## src/design/cau_pkg.sv

```systemverilog
`timescale 1ns / 1ps
// ----------------------------------------------------------------------------
// Complex arithmetic unit package
// Widths, opcodes, status codes, the CORDIC angle table, the per-stage
// pipeline payload and the shared saturation helper.
// ----------------------------------------------------------------------------
package cau_pkg;

   localparam int FRAC_BITS       = 16;
   localparam int DATA_W          = 32;
   localparam int EXT_W           = DATA_W + 1;
   localparam int OP_W            = 4;
   localparam int STATUS_W        = 2;
   localparam int PROD_W          = 2 * DATA_W;
   localparam int SUM_W           = PROD_W + 2;
   localparam int MAG_W           = PROD_W;
   localparam int QUO_W           = DATA_W;
   localparam int SQ_REM_W        = DATA_W + 4;
   localparam int CX_W            = 64;
   localparam int CZ_W            = 34;
   localparam int CORDIC_ITERS    = 30;
   localparam int CORDIC_PRESHIFT = 28;
   localparam int ANGLE_FRAC      = 30;
   localparam int ITER_STAGES     = 32;
   localparam int IDX_W           = 5;

   localparam logic [OP_W-1:0] OP_ADD  = 4'd0;
   localparam logic [OP_W-1:0] OP_SUB  = 4'd1;
   localparam logic [OP_W-1:0] OP_MUL  = 4'd2;
   localparam logic [OP_W-1:0] OP_SMUL = 4'd3;
   localparam logic [OP_W-1:0] OP_DIV  = 4'd4;
   localparam logic [OP_W-1:0] OP_SDIV = 4'd5;
   localparam logic [OP_W-1:0] OP_NEG  = 4'd6;
   localparam logic [OP_W-1:0] OP_CONJ = 4'd7;
   localparam logic [OP_W-1:0] OP_ARG  = 4'd8;
   localparam logic [OP_W-1:0] OP_MAG  = 4'd9;

   localparam logic [STATUS_W-1:0] ST_OK       = 2'd0;
   localparam logic [STATUS_W-1:0] ST_DIV_ZERO = 2'd1;
   localparam logic [STATUS_W-1:0] ST_SAT      = 2'd2;

   localparam logic [MAG_W-1:0] POS_LIMIT = 64'h0000_0000_7FFF_FFFF;
   localparam logic [MAG_W-1:0] NEG_LIMIT = 64'h0000_0000_8000_0000;

   localparam logic signed [CZ_W-1:0] PI_Q30 = 34'sd3373259426;

   // atan(2^-i) in Q2.30.
   localparam logic [31:0] ATAN_TAB [CORDIC_ITERS] = '{
      32'd843314857, 32'd497837830, 32'd263043837, 32'd133525159, 32'd67021687,
      32'd33543515, 32'd16775851, 32'd8388438, 32'd4194283, 32'd2097149,
      32'd1048576, 32'd524288, 32'd262144, 32'd131072, 32'd65536,
      32'd32768, 32'd16384, 32'd8192, 32'd4096, 32'd2048,
      32'd1024, 32'd512, 32'd256, 32'd128, 32'd64,
      32'd32, 32'd16, 32'd8, 32'd4, 32'd2
   };

   typedef struct packed {
      logic                     valid;
      logic [OP_W-1:0]          op;
      logic [DATA_W-1:0]        fix_re;
      logic [DATA_W-1:0]        fix_im;
      logic                     fix_sat;
      logic                     dz;
      logic                     neg_re;
      logic                     neg_im;
      logic                     ovf_re;
      logic                     ovf_im;
      logic [MAG_W-1:0]         rem_re;
      logic [MAG_W-1:0]         rem_im;
      logic [QUO_W-1:0]         low_re;
      logic [QUO_W-1:0]         low_im;
      logic [QUO_W-1:0]         quo_re;
      logic [QUO_W-1:0]         quo_im;
      logic [MAG_W-1:0]         den;
      logic [MAG_W-1:0]         sq_n;
      logic [SQ_REM_W-1:0]      sq_rem;
      logic [QUO_W-1:0]         sq_root;
      logic signed [CX_W-1:0]   cx;
      logic signed [CX_W-1:0]   cy;
      logic signed [CZ_W-1:0]   cz;
      logic                     azero;
   } iter_type;

   // Clamp a sign and magnitude to a 32-bit field; the top bit flags saturation.
   function automatic logic [DATA_W:0] finish_sat(input logic neg,
                                                  input logic [MAG_W-1:0] mag);
      logic [DATA_W:0] r;
      if (neg) begin
         if (mag > NEG_LIMIT) r = {1'b1, 32'h8000_0000};
         else r = {1'b0, ~mag[DATA_W-1:0] + 32'd1};
      end else begin
         if (mag > POS_LIMIT) r = {1'b1, 32'h7FFF_FFFF};
         else r = {1'b0, mag[DATA_W-1:0]};
      end
      return r;
   endfunction

endpackage

```

## src/design/cau_iter_stage.sv

```systemverilog
`timescale 1ns / 1ps
// ----------------------------------------------------------------------------
// Complex arithmetic unit iteration stage
// One quotient bit for each divider lane, one root bit, and, in stages below
// CORDIC_ITERS, one CORDIC vectoring step, registered.
// ----------------------------------------------------------------------------
module cau_iter_stage (
   input  logic                         clock,
   input  logic                         reset,
   input  logic [cau_pkg::IDX_W-1:0]    stage_idx,
   input  cau_pkg::iter_type            in_stage,
   output cau_pkg::iter_type            out_stage
);
   import cau_pkg::*;

   iter_type out_ff, out_in;

   // Returns the quotient bit above the new remainder.
   function automatic logic [MAG_W:0] div_step(input logic [MAG_W-1:0] rem,
                                               input logic bit_in,
                                               input logic [MAG_W-1:0] den);
      logic [MAG_W:0] t;
      logic [MAG_W:0] d;
      logic [MAG_W:0] diff;
      t    = {rem, bit_in};
      d    = {1'b0, den};
      diff = t - d;
      if (t >= d) return {1'b1, diff[MAG_W-1:0]};
      else return {1'b0, t[MAG_W-1:0]};
   endfunction

   always_comb begin
      logic [MAG_W:0]          st_re, st_im;
      logic [SQ_REM_W-1:0]     sq_t, sq_trial;
      logic signed [CX_W-1:0]  dx, dy;
      logic signed [CZ_W-1:0]  ang;
      out_in = in_stage;

      st_re = div_step(in_stage.rem_re, in_stage.low_re[QUO_W-1], in_stage.den);
      st_im = div_step(in_stage.rem_im, in_stage.low_im[QUO_W-1], in_stage.den);
      out_in.rem_re = st_re[MAG_W-1:0];
      out_in.rem_im = st_im[MAG_W-1:0];
      out_in.quo_re = {in_stage.quo_re[QUO_W-2:0], st_re[MAG_W]};
      out_in.quo_im = {in_stage.quo_im[QUO_W-2:0], st_im[MAG_W]};
      out_in.low_re = in_stage.low_re << 1;
      out_in.low_im = in_stage.low_im << 1;

      sq_t     = {in_stage.sq_rem[SQ_REM_W-3:0], in_stage.sq_n[MAG_W-1 -: 2]};
      sq_trial = SQ_REM_W'({in_stage.sq_root, 2'b01});
      if (sq_t >= sq_trial) begin
         out_in.sq_rem  = sq_t - sq_trial;
         out_in.sq_root = {in_stage.sq_root[QUO_W-2:0], 1'b1};
      end else begin
         out_in.sq_rem  = sq_t;
         out_in.sq_root = {in_stage.sq_root[QUO_W-2:0], 1'b0};
      end
      out_in.sq_n = in_stage.sq_n << 2;

      dx  = in_stage.cy >>> stage_idx;
      dy  = in_stage.cx >>> stage_idx;
      ang = '0;
      if (stage_idx < IDX_W'(CORDIC_ITERS)) begin
         ang = $signed(CZ_W'(ATAN_TAB[stage_idx]));
         if (in_stage.cy >= 0) begin
            out_in.cx = in_stage.cx + dx;
            out_in.cy = in_stage.cy - dy;
            out_in.cz = in_stage.cz + ang;
         end else begin
            out_in.cx = in_stage.cx - dx;
            out_in.cy = in_stage.cy + dy;
            out_in.cz = in_stage.cz - ang;
         end
      end
   end

   always_ff @(posedge clock) begin
      if (reset) begin
         out_ff.valid <= 1'b0;
      end else begin
         out_ff <= out_in;
      end
   end

   assign out_stage = out_ff;

endmodule

```

## config.mk

```make
export PLATFORM = sky130hd
export DESIGN_NAME = cau_iter_stage
export DESIGN_NICKNAME = d
export VERILOG_FILES = /design/src/design/cau_pkg.sv /design/src/design/cau_iter_stage.sv
export SDC_FILE = /design/constraint.sdc
export NUM_CORES = 2
export LEC_CHECK = 0
export ABC_AREA = 1
export BUFFER_PORTS_ARGS = -buffer_cell sky130_fd_sc_hd__buf_2
export CAP_MARGIN = 5
export CORE_AREA = 5 5 533 535
export DETAILED_ROUTE_END_ITERATION = 6
export DIE_AREA = 0 0 538 540
export PLACE_DENSITY = 0.5
export REMOVE_ABC_BUFFERS = 1
export SYNTH_ARGS = -nofsm -noshare
export SYNTH_HDL_FRONTEND = slang
export SYNTH_SLANG_ARGS = --single-unit
```

## constraint.sdc

```tcl
create_clock -name clock -period 46.8 [get_ports clock]
set_clock_uncertainty 0.2 [all_clocks]
set_input_delay 4.68 -clock clock [delete_from_list [all_inputs] [get_ports clock]]
set_output_delay 4.68 -clock clock [all_outputs]
set_load 0.01 [all_outputs]
```

==> results.txt <==
The run finished with clean final reports. Setup repair after global routing left no endpoint under its margin. The total power draw is roughly 2.6 mW. For this configuration, the core starts out at a cell density of approximately a fifth.

Buffers inserted during clock tree synthesis total 97. The clock slew at the register clock pins of the worst setup and hold paths is ~0.070 ns. The top cell types in the final layout, fill and taps aside, are 2,136 x nand2_1, 1,372 x buf_2, 857 x inv_1, 763 x nor2_1, 744 x nand3_1.

The number of fillers in the final layout is ~32,000. The total number of vias is about 63,000. The count of yosys warnings during synthesis came out at 0. The core utilization of the finished layout is about a quarter. The multi-input combinational cells in the finished layout cover a total of 32,400 um^2.

The shortest period the worst path allows came out at around 12 ns. The instance count of the mapped netlist is slightly below 8,000. The sequential cells in the finished layout cover a total of 20,590 um^2.

The portion of total power attributed to the clock network is 29.1%. The detailed-router iteration count before antenna repair came out at 7. The number of violations reported at the end of detailed-routing iteration 0 is between 6,000 and 7,000. The maximum number of pins on one net before global-route repair is around 130.

The switching power came out at ~1.1 mW. The category of the most critical setup path is in2reg. The power density over the cells is 36.67 nW/um^2. The clock net sink count is 686. The final layout net count came out at ~10,000. The share of the cycle needed by the critical path after routing is approximately a quarter. STA classifies the critical path endpoint as a flip-flop. The worst-case hold slack came out at 3.822 ns. The area of the mapped netlist came out at 57,480 um^2. The post-layout instance area is between 70,000 and 80,000 um^2. In the synthesized netlist the async set-or-reset flop fraction comes to 0%. The number of global-route vias before repair came to 59,000. Counting distinct cell types in the post-synthesis netlist gives 63. Using the TritonRoute via totals, the vias-per-cell ratio works out to approximately 4.8.

The residual overflow from global routing came out at 0. For the pin with the worst max-slew slack, the measured transition is around 1.3 ns. The die width came out at 538 um. Once layout is complete, the cells apart from fillers number 13,140. The slowest library cell on the worst path is clkinv_2. The clock passes through at most 4 buffers.

The post-detailed-route wirelength per cell is about 29 um. The setup slack after layout came out at around 35 ns. The site row count is approximately 190. The element type at the critical path start is an input port. The initial antenna violation count is between 150 and 200.

IR analysis of the VDD net gives a maximum drop of approximately 27 uV. The delay of the slowest cell on the worst path came out at ~0.93 ns. The core region is between 200,000 and 300,000 um^2. The detailed placement HPWL is approximately 320 mm. The worst slew margin relative to its limit came out at 14.61%. The commonest non-fill, non-tap cell in the layout is nand2_1.

The number of enable flip-flop cells after synthesis is 685. Summing the sequential cell areas from Yosys gives between 30% and 40% of the chip area. The count of input and output buffers came out at 1,378.

After detailed routing, the number of remaining DRC violations is 0. In the final layout, the share of cells above drive strength 1 is between 10% and 20%. In this run the worst path has a maximum fanout of 62. The number of ports placed on the die boundary came out at between 1,000 and 1,500. The flip-flop and latch count after synthesis came out at 686. The final setup violation count is 0. The routed design has 375.7 mm of wire. The placed instance count is 12,850. The buffers inserted during post-CTS setup optimization came out at 0.

The worst setup slack before clock tree synthesis is roughly 34 ns. At the worst endpoint, the required time is 47.07 ns. The placer's final routability congestion estimate came out at about 1. The cell at the root of the clock tree is clkbuf_16.

The share of power burned in combinational logic is between 30% and 40%. The cell-internal power is roughly 1.6 mW. The number of antenna-violating nets in the routed design came out at 0. The mean instance size in the synthesized netlist is approximately 7.2 um^2. After routing, the total negative slack on setup checks comes to 0 ns. The layout overhead on the synthesized area is 24.71%. The floorplan die height came out at 540 um. The number of flip-flops in the largest register is 686. The leakage power total is ~32 nW.

Data on the critical path arrives at its endpoint at ~12 ns. The number of slew-limit violations in the final report was 0. The hold buffer count at CTS came out at 0.

The first-pass GRT wire length came out at between 400 and 500 mm. The number of gates resized after CTS is 0. The count of endpoints failing hold in the final timing report is 0. The H-tree was split into 3 levels. The dominant register cell in the synthesized netlist is edfxtp_1. Global routing used between 20% and 30% of the available tracks across all layers. The sequential group share of total power is between 30% and 40%. The post-detailed-placement cell area is around 70,000 um^2.

The min-delay analysis places its worst path in the category in2reg. The full die area came out at approximately 290,000 um^2. The count of maximum capacitance violations is 0. Of the total power, the share spent switching nets is roughly two fifths. The peak clock frequency supported by timing is about 0.084 GHz. TritonCTS built the clock tree.
worst max-delay path, delay by kind of cell:
family          cells  cell delay (ns)
compound gates     10             2.36
fa+ha+maj           2             0.64
xor+xnor            1             0.18
buf+inv             6             2.26
simple gates       11             1.99
path summary, 6_finish.rpt:
| check | to | slack [ns] | start | depth (start not counted) |
|---|---|---|---|---|
| setup / recovery | out_stage[82]$_DFFE_PN_ | 34.83 | stage_idx[2] | 30 |
| hold / removal | out_stage[275]$_DFFE_PN_ | 3.82 | in_stage[273] | 1 |
kinds of logic after synthesis:
family / after synthesis / synth area share [%]
adders and majority gates: 345 / 7.576
other: 1 / 0.006525
and+or+nand+nor: 3947 / 28.81
DFF: 686 / 35.82
AOI/OAI and AO/OA: 1455 / 14.11
buffers and inverters: 1119 / 7.854
xor gates and xnor gates: 382 / 5.821
area by class of cell:
class / count / area share [%]
Antenna cell: 117 / 0.4085
Sequential cell: 686 / 28.72
Clock buffer: 111 / 3.460
Clock inverter: 60 / 0.9461
Inverter: 888 / 4.671
Multi-Input combinational cell: 6133 / 45.20
Tap cell: 3724 / 6.500
Timing Repair Buffer: 1419 / 10.09
power by group through the flow:
stage	Clock, mW	Sequential (mW)	Combinational, mW
global placement	0	0.834	1.05
detailed placement	0	0.834	1.04
CTS	0.795	0.825	1.05
global route	0.816	0.831	1.12
finish	0.764	0.824	1.04
floorplan	0	0.892	0.498
synth_stat cells (70+ instances only):
cell type | number | area [um^2]
nand4_1 | 73 | 456.7
a21oi_1 | 544 | 2723
o21ai_0 | 477 | 2387
buf_2 | 83 | 415.4
xnor2_1 | 215 | 1883
o21ai_1 | 71 | 355.3
inv_1 | 860 | 3228
nand3_1 | 744 | 3724
clkbuf_1 | 70 | 262.8
edfxtp_1 | 685 | 20570
xor2_1 | 167 | 1463
ha_1 | 340 | 4254
a31oi_1 | 114 | 713.2
nand2_1 | 2137 | 8021
nor2_1 | 765 | 2872
layer usage:
layer  wire, um  GRT usage, %  part of all wire, %  up-vias
li1           -             -                    -    29510
met1     145600         29.49                   39    29840
met2     180600         42.40                   48     2656
met3      34020         6.013                  9.1      556
met4      14840         7.826                  3.9      116
met5        750             0                 0.20        -
Power figures use the tool's default switching activity.
