**src/design/cau_pkg.sv**
```systemverilog
`timescale 1ns / 1ps
// ----------------------------------------------------------------------------
// Complex arithmetic unit package
// Widths, opcodes, status codes, the CORDIC angle table, the per-stage
// pipeline payload and the shared saturation helper.
// ----------------------------------------------------------------------------
package cau_pkg;

   localparam int FRAC_BITS       = 16;
   localparam int DATA_W          = 32;
   localparam int EXT_W           = DATA_W + 1;
   localparam int OP_W            = 4;
   localparam int STATUS_W        = 2;
   localparam int PROD_W          = 2 * DATA_W;
   localparam int SUM_W           = PROD_W + 2;
   localparam int MAG_W           = PROD_W;
   localparam int QUO_W           = DATA_W;
   localparam int SQ_REM_W        = DATA_W + 4;
   localparam int CX_W            = 64;
   localparam int CZ_W            = 34;
   localparam int CORDIC_ITERS    = 30;
   localparam int CORDIC_PRESHIFT = 28;
   localparam int ANGLE_FRAC      = 30;
   localparam int ITER_STAGES     = 32;
   localparam int IDX_W           = 5;

   localparam logic [OP_W-1:0] OP_ADD  = 4'd0;
   localparam logic [OP_W-1:0] OP_SUB  = 4'd1;
   localparam logic [OP_W-1:0] OP_MUL  = 4'd2;
   localparam logic [OP_W-1:0] OP_SMUL = 4'd3;
   localparam logic [OP_W-1:0] OP_DIV  = 4'd4;
   localparam logic [OP_W-1:0] OP_SDIV = 4'd5;
   localparam logic [OP_W-1:0] OP_NEG  = 4'd6;
   localparam logic [OP_W-1:0] OP_CONJ = 4'd7;
   localparam logic [OP_W-1:0] OP_ARG  = 4'd8;
   localparam logic [OP_W-1:0] OP_MAG  = 4'd9;

   localparam logic [STATUS_W-1:0] ST_OK       = 2'd0;
   localparam logic [STATUS_W-1:0] ST_DIV_ZERO = 2'd1;
   localparam logic [STATUS_W-1:0] ST_SAT      = 2'd2;

   localparam logic [MAG_W-1:0] POS_LIMIT = 64'h0000_0000_7FFF_FFFF;
   localparam logic [MAG_W-1:0] NEG_LIMIT = 64'h0000_0000_8000_0000;

   localparam logic signed [CZ_W-1:0] PI_Q30 = 34'sd3373259426;

   // atan(2^-i) in Q2.30.
   localparam logic [31:0] ATAN_TAB [CORDIC_ITERS] = '{
      32'd843314857, 32'd497837830, 32'd263043837, 32'd133525159, 32'd67021687,
      32'd33543515, 32'd16775851, 32'd8388438, 32'd4194283, 32'd2097149,
      32'd1048576, 32'd524288, 32'd262144, 32'd131072, 32'd65536,
      32'd32768, 32'd16384, 32'd8192, 32'd4096, 32'd2048,
      32'd1024, 32'd512, 32'd256, 32'd128, 32'd64,
      32'd32, 32'd16, 32'd8, 32'd4, 32'd2
   };

   typedef struct packed {
      logic                     valid;
      logic [OP_W-1:0]          op;
      logic [DATA_W-1:0]        fix_re;
      logic [DATA_W-1:0]        fix_im;
      logic                     fix_sat;
      logic                     dz;
      logic                     neg_re;
      logic                     neg_im;
      logic                     ovf_re;
      logic                     ovf_im;
      logic [MAG_W-1:0]         rem_re;
      logic [MAG_W-1:0]         rem_im;
      logic [QUO_W-1:0]         low_re;
      logic [QUO_W-1:0]         low_im;
      logic [QUO_W-1:0]         quo_re;
      logic [QUO_W-1:0]         quo_im;
      logic [MAG_W-1:0]         den;
      logic [MAG_W-1:0]         sq_n;
      logic [SQ_REM_W-1:0]      sq_rem;
      logic [QUO_W-1:0]         sq_root;
      logic signed [CX_W-1:0]   cx;
      logic signed [CX_W-1:0]   cy;
      logic signed [CZ_W-1:0]   cz;
      logic                     azero;
   } iter_type;

   // Clamp a sign and magnitude to a 32-bit field; the top bit flags saturation.
   function automatic logic [DATA_W:0] finish_sat(input logic neg,
                                                  input logic [MAG_W-1:0] mag);
      logic [DATA_W:0] r;
      if (neg) begin
         if (mag > NEG_LIMIT) r = {1'b1, 32'h8000_0000};
         else r = {1'b0, ~mag[DATA_W-1:0] + 32'd1};
      end else begin
         if (mag > POS_LIMIT) r = {1'b1, 32'h7FFF_FFFF};
         else r = {1'b0, mag[DATA_W-1:0]};
      end
      return r;
   endfunction

endpackage

```
**src/design/cau_back.sv**
```systemverilog
`timescale 1ns / 1ps
// ----------------------------------------------------------------------------
// Complex arithmetic unit back end
// Selects the result for the opcode, clamps quotients and roots, rounds the
// angle, and registers the result and its status.
// ----------------------------------------------------------------------------
module cau_back (
   input  logic                                clock,
   input  logic                                reset,
   input  cau_pkg::iter_type                   in_stage,
   output logic                                rsp_valid,
   output logic signed [cau_pkg::DATA_W-1:0]   rsp_res_re,
   output logic signed [cau_pkg::DATA_W-1:0]   rsp_res_im,
   output logic [cau_pkg::STATUS_W-1:0]        rsp_status
);
   import cau_pkg::*;

   localparam logic signed [CZ_W-1:0] ROUND_HALF = CZ_W'(1) << (ANGLE_FRAC - 1 - FRAC_BITS);

   logic                valid_ff, valid_in;
   logic [DATA_W-1:0]   re_ff, re_in;
   logic [DATA_W-1:0]   im_ff, im_in;
   logic [STATUS_W-1:0] status_ff, status_in;

   always_comb begin
      logic [MAG_W-1:0]       q_re, q_im;
      logic [DATA_W:0]        d_re, d_im, root;
      logic signed [CZ_W-1:0] angle;
      logic                   sat;
      // An overflowing quotient stands in as 2^32 and always clamps.
      q_re  = in_stage.ovf_re ? (MAG_W'(1) << QUO_W) : MAG_W'(in_stage.quo_re);
      q_im  = in_stage.ovf_im ? (MAG_W'(1) << QUO_W) : MAG_W'(in_stage.quo_im);
      d_re  = finish_sat(in_stage.neg_re, q_re);
      d_im  = finish_sat(in_stage.neg_im, q_im);
      root  = finish_sat(1'b0, MAG_W'(in_stage.sq_root));
      angle = (in_stage.cz + ROUND_HALF) >>> (ANGLE_FRAC - FRAC_BITS);

      valid_in = in_stage.valid;
      sat      = 1'b0;
      case (in_stage.op)
         OP_ADD, OP_SUB, OP_MUL, OP_SMUL, OP_NEG, OP_CONJ: begin
            re_in = in_stage.fix_re;
            im_in = in_stage.fix_im;
            sat   = in_stage.fix_sat;
         end
         OP_DIV, OP_SDIV: begin
            if (in_stage.dz) begin
               re_in = '0;
               im_in = '0;
            end else begin
               re_in = d_re[DATA_W-1:0];
               im_in = d_im[DATA_W-1:0];
               sat   = d_re[DATA_W] | d_im[DATA_W];
            end
         end
         OP_ARG: begin
            re_in = in_stage.azero ? '0 : DATA_W'(angle);
            im_in = '0;
         end
         OP_MAG: begin
            re_in = root[DATA_W-1:0];
            im_in = '0;
            sat   = root[DATA_W];
         end
         default: begin
            re_in = '0;
            im_in = '0;
         end
      endcase

      if ((in_stage.op == OP_DIV || in_stage.op == OP_SDIV) && in_stage.dz)
         status_in = ST_DIV_ZERO;
      else if (sat)
         status_in = ST_SAT;
      else
         status_in = ST_OK;
   end

   always_ff @(posedge clock) begin
      re_ff     <= re_in;
      im_ff     <= im_in;
      status_ff <= status_in;
      if (reset) begin
         valid_ff <= 1'b0;
      end else begin
         valid_ff <= valid_in;
      end
   end

   assign rsp_valid  = valid_ff;
   assign rsp_res_re = $signed(re_ff);
   assign rsp_res_im = $signed(im_ff);
   assign rsp_status = status_ff;

endmodule

```
**config.mk**
```make
export PLATFORM = sky130hd
export DESIGN_NAME = cau_back
export DESIGN_NICKNAME = d
export VERILOG_FILES = /design/src/design/cau_pkg.sv /design/src/design/cau_back.sv
export SDC_FILE = /design/constraint.sdc
export NUM_CORES = 1
export LEC_CHECK = 0
export ABC_AREA = 0
export BUFFER_PORTS_ARGS = -buffer_cell sky130_fd_sc_hd__buf_2
export CAP_MARGIN = 30
export CELL_PAD_IN_SITES_DETAIL_PLACEMENT = 1
export CELL_PAD_IN_SITES_GLOBAL_PLACEMENT = 1
export CORE_AREA = 3 3 296 298
export CTS_CLUSTER_DIAMETER = 50
export CTS_CLUSTER_SIZE = 20
export DETAILED_ROUTE_END_ITERATION = 6
export DIE_AREA = 0 0 299 301
export PLACE_DENSITY = 0.38
export SYNTH_ARGS = -nofsm -noshare
export SYNTH_HDL_FRONTEND = slang
export SYNTH_SLANG_ARGS = --single-unit
export TNS_END_PERCENT = 50
```
**constraint.sdc**
```tcl
create_clock -name clock -period 7.5 [get_ports clock]
set_input_delay 0.375 -clock clock [delete_from_list [all_inputs] [get_ports clock]]
set_output_delay 0.375 -clock clock [all_outputs]
set_load 0.03 [all_outputs]
```
==> results of run 1 <==
cell families after synthesis:
logic type / count (synthesis) / share of synthesized area
XOR/XNOR: 22 / 0.0366
AND/OR/NAND/NOR: 295 / 0.277
adder cells (fa/ha/maj): 2 / 0.00475
flip-flops: 67 / 0.255
multiplexers: 4 / 0.00760
AO/OA/AOI/OAI: 280 / 0.368
buffers and inverters: 71 / 0.0511
cell usage in the layout (no fill, tap or decap), types with 7 or more instances in the layout:
cell type	Yosys	routed
o2111ai_1	12	12
a221oi_1	7	7
diode_2	0	8
nor2_1	73	73
o311ai_0	7	7
clkbuf_16	0	9
nor4_1	9	9
nand2_1	101	101
buf_2	2	261
o21a_1	17	17
a22o_1	7	7
nand3_1	18	18
a21oi_1	39	38
o221ai_1	8	8
or3_1	8	8
nor3_1	29	28
a31oi_1	18	18
xnor2_1	14	14
dfxtp_1	67	67
xor2_1	8	8
nor2b_1	9	9
o21ai_0	76	76
inv_1	16	16
nand4_1	10	10
o22ai_1	16	16
buf_4	0	12
through the flow:
| stage | cell area, um2 | power, mW | utilization | cells |
|---|---|---|---|---|
| floorplan | 5270 | 0.589 | - | 741 |
| global placement | 7900 | 0.787 | 0.0928 | 2103 |
| detailed placement | 7910 | 0.788 | 0.0929 | 2104 |
| CTS | 8230 | 1.31 | 0.0966 | 2120 |
| global route | 8230 | 1.35 | 0.0966 | 2121 |
| finish | 8250 | 1.27 | 0.0968 | 2128 |
area by class of cell:
type	count	area (um2)
diodes	8	20.0
clock buffers	10	229
clock inverters	6	90.1
fillers	10373	76900
inverters	17	63.8
multi-input cells	603	3670
flip-flops and latches	67	1340
well taps	1144	1430
repair buffers	273	1400
power breakdown:
group          switching, mW  internal, mW  leakage, nW  total, mW
Sequential           0.00814         0.383        0.557      0.392
Combinational          0.262         0.119         2.42      0.381
Clock                  0.207         0.293        0.153      0.499
Total                  0.477         0.795         3.13       1.27
worst paths after layout:
check	start	end	slack, ns
worst max-delay path	in_stage[616]	rsp_res_re[17]$_DFF_P_	3.45
worst min-delay path	reset	rsp_valid$_SDFF_PP0_	0.15
synth_stat cells, drive strengths merged (9+ instances only):
cell type	n	share of area
nor2	74	0.054
inv	16	0.011
o2111ai	12	0.020
nand2	101	0.072
nor2b	9	0.011
nand4	10	0.012
a21oi	41	0.040
clkbuf	51	0.036
o22ai	16	0.019
dfxtp	67	0.25
o21ai	77	0.073
xnor2	14	0.023
nor4	15	0.028
o21a	17	0.024
nand3	18	0.017
nor3	32	0.034
a31oi	20	0.026
registers in the layout, indices dropped and copies added, names as in the netlist:
register and flops:
rsp_res_im 32, rsp_res_re 32, rsp_status 2, rsp_valid 1
routing by layer:
metal,wire length [um],vias up
met1,16900,3371
met5,150,-
met2,16900,260
li1,-,3268
met4,523,22
met3,3910,46
worst max-delay path: cells and delay by family:
family	cells	cell delay [ns]
AO/OA/AOI/OAI	3	0.68
adder cells (fa/ha/maj)	1	0.24
buffers and inverters	3	1.50
AND/OR/NAND/NOR	3	1.53
==> out/results.ini, run 1 <==
[synthesis]
synth.avg_cell_area_um2 = 7.11
synth-seq-area-share = 0.255
ys_warn_count = 0
synth.distinct_cells = 73
syn_inst = 741
synth_edf_count = 0
synth_seq_cells = 67
syn_area_um2 = 5270
async_flop_share = 0
synthesis.nets = 1435
synth_ff_type = dfxtp_1

[floorplanning]
die_w_um = 299
start_util = 0.0619
rows = 107
io_pins = 759
coreArea_um2 = 85100
die_y_um = 301
die_area_um2 = 90000

[worst_setup_path]
cp_slowest_stage_delay_ns = 0.68
critPathRequiredTime_ns = 7.79
end_kind = flop
crit_fanout = 42
cp_slowest_cell = nor4_4
critPathArrivalTime_ns = 4.33
worstSetupPathType = in2reg
worstPathCellList = buf_2 > inv_1 > nand2_1 > ha_1 > o21ai_1 > nor4_4 > a21oi_2 > buf_4 > or4_1 > o2111ai_1
startpoint_type = input port

[finish]
nets = 1665
drive_gt1_frac = 0.322
syn_to_final_growth_pct = 56.5

[sta]
fin_crit_ns = 4.05
hold_ws_ns = 0.146
setup_violations = 0
slew_viol_final = 0
maxSlewHeadroom = 0.377
rsz0062_at_grt = no
fin_crit_sh = 0.540
fin_setup_tns_ns = 0
setup_ws_ns = 3.45
final-hold-violation-count = 0
worstMarginPinSlew_ns = 0.923
max_freq_ghz = 0.247

[clocking]
numCtsBuffers = 9
clock-sinks = 67
cts_tree = yes
clock_path_buffers = 2
cts_hold_repair.buffers = 0
path_clk_slew_ns = 0.07
cts_root_buf = clkbuf_16
postCtsSetupRepairBufs = 0
h-tree-depth = 3
ctsResizeCount = 0

[hold_path]
hold_path_class = in2reg
min_path_cells = 2

[drt]
drcViolationCount = 0
drtIter0Drc = 367
via_count = 6967
route.antenna.remaining_nets = 0
viasPerCell = 3.27
wl_per_cell_um = 18.0
drt-total-wl_um = 38400
drt_first_pass_iters = 4

[global_routing]
use_met1 = 0.102
use_met3 = 0.0408
top_usage_layer = met2
globalRouteOverflowTotal = 0
antenna_found_initial = 24
grt_max_degree = 57
grt_pass1_wl_um = 53600
grt_usage = 0.0826
grt_use_met2 = 0.130
grt_pass1_vias = 7290

[placed_design]
globalplace.congestion = 0.764
io_buffers = 261
preCtsSetupSlack_ns = 2.97
hpwl_um = 31200

[status]
status = complete, no violations

[power]
p_leak_nw = 3.13
ir_drop_uv = 94.4
powerDensity_nw_per_um2 = 154

[flow_run]
drv_cap = 0

Note: power is estimated with default switching activity, not from simulation.
==> run 2: changes to the inputs <==
--- a/config.mk
+++ b/config.mk
@@ -5,17 +5,17 @@
 export SDC_FILE = /design/constraint.sdc
 export NUM_CORES = 1
 export LEC_CHECK = 0
-export ABC_AREA = 0
+export ABC_AREA = 1
 export BUFFER_PORTS_ARGS = -buffer_cell sky130_fd_sc_hd__buf_2
 export CAP_MARGIN = 30
 export CELL_PAD_IN_SITES_DETAIL_PLACEMENT = 1
 export CELL_PAD_IN_SITES_GLOBAL_PLACEMENT = 1
-export CORE_AREA = 3 3 296 298
+export CORE_AREA = 3 3 294 296
 export CTS_CLUSTER_DIAMETER = 50
 export CTS_CLUSTER_SIZE = 20
 export DETAILED_ROUTE_END_ITERATION = 6
-export DIE_AREA = 0 0 299 301
-export PLACE_DENSITY = 0.38
+export DIE_AREA = 0 0 297 299
+export PLACE_DENSITY = 0.41
 export SYNTH_ARGS = -nofsm -noshare
 export SYNTH_HDL_FRONTEND = slang
 export SYNTH_SLANG_ARGS = --single-unit
==> constraint.sdc (replaced) <==
create_clock -name clock -period 4.1 [get_ports clock]
set_input_delay 0.205 -clock clock [delete_from_list [all_inputs] [get_ports clock]]
set_output_delay 0.205 -clock clock [all_outputs]
set_load 0.03 [all_outputs]
==> out/results.ini, run 2 <==
[floorplanning]
coreArea_um2 = 83800
die_w_um = 297
io_pins = 759
die_y_um = 299
die_area_um2 = 88800
start_util = 0.0735
rows = 106

[worst_setup_path]
critPathArrivalTime_ns = 2.81
cp_top_family = simple AND/OR/NAND/NOR gates
critPathRequiredTime_ns = 4.30
end_kind = flop
cp.depth = 13
worstSetupPathType = in2reg
crit_buf_inv = 3
cp_slowest_cell = inv_2
worstPathCellList = buf_2 > inv_2 > nand2_1 > nand2_1 > nor2_4 > nand2_2 > nor2_8 > nand2_4 > nand3_4 > nand2_4 > clkinv_2 > nand2_1 > nand2_1
cp_slowest_stage_delay_ns = 0.65
critPathMostFrequentCell = nand2_1
crit_fanout = 52
startpoint_type = input port

[clocking]
numCtsBuffers = 9
ctsResizeCount = 0
cts_tree = yes
clock_path_buffers = 2
cts_root_buf = clkbuf_16
h-tree-depth = 3
postCtsSetupRepairBufs = 0
clock-sinks = 67
cts_hold_repair.buffers = 1
path_clk_slew_ns = 0.07

[sta]
fin_crit_sh = 0.637
fin_crit_ns = 2.61
rsz0062_at_grt = no
final-hold-violation-count = 0
hold_ws_ns = 0.0333
worstMarginPinSlew_ns = 0.976
setup_violations = 0
fin_setup_tns_ns = 0
max_freq_ghz = 0.383
maxSlewHeadroom = 0.348
slew_viol_final = 0

[placed_design]
placed_cell_area_um2 = 8830
io_buffers = 261
globalplace.congestion = 0.849
hpwl_um = 39800

[power]
powerDensity_nw_per_um2 = 273
p_total_mw = 2.51
ir_drop_uv = 190
p_leak_nw = 4.55

[synthesis]
synth.avg_cell_area_um2 = 5.41
synth_edf_count = 0
synth.distinct_cells = 39
yosys.area.top_type_share = 0.281
synth-seq-area-share = 0.218
syn_inst = 1140
yosysMostFrequentCell = nand2_1
synth_ff_type = dfxtp_1
async_flop_share = 0
ys_warn_count = 0
ys_top_cells_by_count = nand2_1 (461), nor2_1 (139), nand3_1 (110), inv_1 (90), o21ai_0 (75)
synth_area_leaders = nand2_1 (28%), dfxtp_1 (22%), nand3_1 (8.9%), nor2_1 (8.5%), o21ai_0 (6.1%)
syn_area_um2 = 6160
synth_seq_cells = 67
synthesis.nets = 1834
yosysTopAreaCell = nand2_1

[drt]
drtIter0Drc = 420
route.antenna.remaining_nets = 0
drt-total-wl_um = 46300
via_count = 8490
wl_per_cell_um = 18.3
viasPerCell = 3.35
drt_first_pass_iters = 5
drcViolationCount = 0

[global_routing]
grt_pass1_vias = 8866
grt_usage = 0.103
antenna_found_initial = 14
globalRouteOverflowTotal = 0
grt_max_degree = 53
grt_pass1_wl_um = 65300

[finish]
final_cell_area_um2 = 9200
drive_gt1_frac = 0.238
fill_cells = 10527
nets = 2082
layout.cells.most_common = nand2_1
final_cell_mix = nand2_1 (461), buf_2 (261), nor2_1 (138)
syn_to_final_growth_pct = 49.2

[hold_path]
hold_path_class = in2reg
min_path_cells = 3

[flow_run]
drv_cap = 0

[status]
status = complete, no violations

-- run 2: cell count changes in the layout (fill, tap and decap cells not counted), sizes merged, moves of 10 or more --
cell     previous run  this run
nor2               74       150
a21oi              41        24
o21a               17         0
o21bai              1        11
o2111ai            12         0
o22ai              16         0
a31oi              20        10
nor4               15         0
nand3              18       112
nand2             101       477
nor3               32         9
inv                16        95
-- run 2: kinds of logic after synthesis --
logic type,count (synthesis),synth area share
compound gates,153,0.147
xor+xnor,12,0.0170
fa+ha+maj,2,0.00406
buf+inv,140,0.0940
flops,67,0.218
simple gates,766,0.520
-- run 2: layout make-up --
cell class / instances / area (um2) / share of cell area
antenna: 6 / 15.0 / 0.00163
clock buffer: 10 / 229 / 0.0249
clock inverter: 6 / 114 / 0.0124
inverter: 98 / 369 / 0.0401
multi-input combinational: 933 / 4260 / 0.463
sequential: 67 / 1340 / 0.146
tap: 1134 / 1420 / 0.154
timing repair buffer: 279 / 1450 / 0.157
-- run 2: path summary, 6_finish.rpt --
path / slack, ns / startpoint / endpoint
hold / removal: 0.03 / in_stage[633] / rsp_res_im[12]$_DFF_P_
setup / recovery: 1.49 / in_stage[615] / rsp_res_im[18]$_DFF_P_
-- run 2: power breakdown --
group          internal, mW  total (mW)  leakage (nW)  switching [mW]
Clock                 0.597       0.972         0.159           0.375
Combinational         0.245       0.818          3.84           0.572
Sequential            0.703       0.719         0.558          0.0167
-- run 2: stage by stage --
stage,instances,utilization,setup WS [ns]
floorplan,1140,-,1.96
global placement,2509,0.105,1.06
global route,2528,0.110,1.16
CTS,2527,0.110,1.47
detailed placement,2510,0.105,1.06
finish,2533,0.110,1.49
-- run 2: metal layers --
layer	wire length, um	up-vias	track usage
met1	21200	3986	0.135
met4	920	4	0.0262
met5	27	-	0
met3	4020	40	0.0343
li1	-	4171	-
met2	20100	289	0.160
==> run 3: changes to the inputs <==
--- a/config.mk
+++ b/config.mk
@@ -10,12 +10,12 @@
 export CAP_MARGIN = 30
 export CELL_PAD_IN_SITES_DETAIL_PLACEMENT = 1
 export CELL_PAD_IN_SITES_GLOBAL_PLACEMENT = 1
-export CORE_AREA = 3 3 294 296
+export CORE_AREA = 3 3 293 295
 export CTS_CLUSTER_DIAMETER = 50
 export CTS_CLUSTER_SIZE = 20
 export DETAILED_ROUTE_END_ITERATION = 6
-export DIE_AREA = 0 0 297 299
-export PLACE_DENSITY = 0.41
+export DIE_AREA = 0 0 296 298
+export PLACE_DENSITY = 0.42
 export SYNTH_ARGS = -nofsm -noshare
 export SYNTH_HDL_FRONTEND = slang
 export SYNTH_SLANG_ARGS = --single-unit
==> constraint.sdc (replaced) <==
create_clock -name clock -period 2.2 [get_ports clock]
set_input_delay 0.11 -clock clock [delete_from_list [all_inputs] [get_ports clock]]
set_output_delay 0.11 -clock clock [all_outputs]
set_load 0.03 [all_outputs]
==> out/results.ini, run 3 (same netlist as run 2, synthesis figures left out) <==
[status]
status = complete, no violations

[sta]
worstMarginPinSlew_ns = 0.910
setup_violations = 0
rsz0062_at_grt = no
final-hold-violation-count = 0
max_freq_ghz = 0.583
slew_viol_final = 0
fin_crit_sh = 0.780
maxSlewHeadroom = 0.387
fin_setup_tns_ns = 0
fin_crit_ns = 1.72

[hold_path]
hold_path_class = in2reg

[clocking]
numCtsBuffers = 9
clock_path_buffers = 2
cts_root_buf = clkbuf_16
cts_tree = yes
clock-sinks = 67
path_clk_slew_ns = 0.06
ctsResizeCount = 0
h-tree-depth = 3

[worst_setup_path]
critPathArrivalTime_ns = 2.00
cp_slowest_stage_delay_ns = 0.32
cp_top_family = simple AND/OR/NAND/NOR gates
worstSetupPathType = in2reg
cp_slowest_cell = nor2_1
critPathCapture = rsp_res_im[11]$_DFF_P_
startpoint_type = input port
critPathMostFrequentCell = nand2_1
critPathLaunch = in_stage[615]
worstPathCellList = buf_2 > inv_2 > buf_12 > nand2_1 > nand2_1 > nor2_1 > nand2_1 > nor2_1 > nor2_1 > o21ai_0 > nand4_1 > nand2_1
end_kind = flop
crit_fanout = 18
critPathRequiredTime_ns = 2.48
crit_buf_inv = 3
cp.depth = 12

[global_routing]
grt_pass1_wl_um = 66600
antenna_found_initial = 12
grt_pass1_vias = 9638
grt_usage = 0.105
grt_max_degree = 21
globalRouteOverflowTotal = 0

[finish]
layout.cells.most_common = nand2_1
syn_to_final_growth_pct = 66.2
drive_gt1_frac = 0.281
fin_util = 0.123
final_cell_mix = nand2_1 (461), buf_2 (261), nor2_1 (138)
nets = 2212

[placed_design]
globalplace.congestion = 0.853
io_buffers = 261
hpwl_um = 41000

[drt]
drtIter0Drc = 412
drcViolationCount = 0
via_count = 8935
drt-total-wl_um = 47000
drt_first_pass_iters = 4
route.antenna.remaining_nets = 0
viasPerCell = 3.43
wl_per_cell_um = 18.0

[floorplanning]
die_y_um = 298
rows = 106
die_area_um2 = 88200
start_util = 0.0739
die_w_um = 296
io_pins = 759
coreArea_um2 = 83400

[flow_run]
drv_cap = 0

[power]
p_leak_nw = 5.18
powerDensity_nw_per_um2 = 469
ir_drop_uv = 372

## run 3: cell types whose count changed in the layout (fill, tap and decap cells not counted), sizes merged, moves of 2 or more
cell / delta
dlygate4sd3: +33
clkinv: +2
clkinvlp: -2
inv: +2
buf: +97
## run 3: per-stage QoR
step | hold slack [ns] | cells | area, um2 | setup slack (ns) | total power [mW]
finish | 0.0187 | 2608 | 10200 | 0.485 | 4.81
global route | 0.0491 | 2603 | 10200 | 0.213 | 5.13
CTS | 0.0123 | 2603 | 10200 | 0.437 | 4.95
detailed placement | 0.275 | 2553 | 9570 | 0.0286 | 3.06
global placement | 0.268 | 2553 | 9570 | 0.00136 | 3.06
floorplan | 0.181 | 1140 | 6160 | 0.154 | 2.21
## run 3: worst min path at each step
stage | startpoint | slack [ns] | end | cells past startpoint
after detailed placement | reset | 0.28 | rsp_valid$_SDFF_PP0_ | 2
after floorplan | reset | 0.18 | rsp_valid$_SDFF_PP0_ | 1
after global routing | in_stage[169] | 0.05 | rsp_res_re[6]$_DFF_P_ | 3
after CTS | in_stage[656] | 0.01 | rsp_res_re[3]$_DFF_P_ | 5
after global placement | reset | 0.27 | rsp_valid$_SDFF_PP0_ | 2
final | in_stage[657] | 0.02 | rsp_res_re[4]$_DFF_P_ | 3
## run 3: repair_timing
item | CTS | global route
buffers inserted | 0 | 0
hold endpoints to repair | 28 | 0
hold buffers | 34 | 0
## run 3: report_power, final
group	total (mW)	switching, mW	internal, mW
Clock	1.74	0.739	1.00
Combinational	1.72	1.11	0.609
Sequential	1.34	0.0327	1.31
Total	4.81	1.88	2.92
## run 3: metal layers
layer / wire length (um) / share of wire / track usage
met5: 49 / 0.0010 / 0
met4: 570 / 0.012 / 0.0188
met3: 3280 / 0.070 / 0.0295
met2: 20500 / 0.44 / 0.165
met1: 22600 / 0.48 / 0.144
## run 3: area by class of cell
type	instances	area, um2
Antenna cell	5	12.5
Timing Repair Buffer	409	2590
Tap cell	1080	1350
Clock inverter	7	100
Fill cell	10361	73200
Multi-Input combinational cell	933	4260
Sequential cell	67	1340
Clock buffer	9	225
Inverter	98	369
## run 3: worst min-delay path, stage by stage
cell,delay (ns)
buf_2,0.08
nand2_1,0.07
nand4_1,0.09
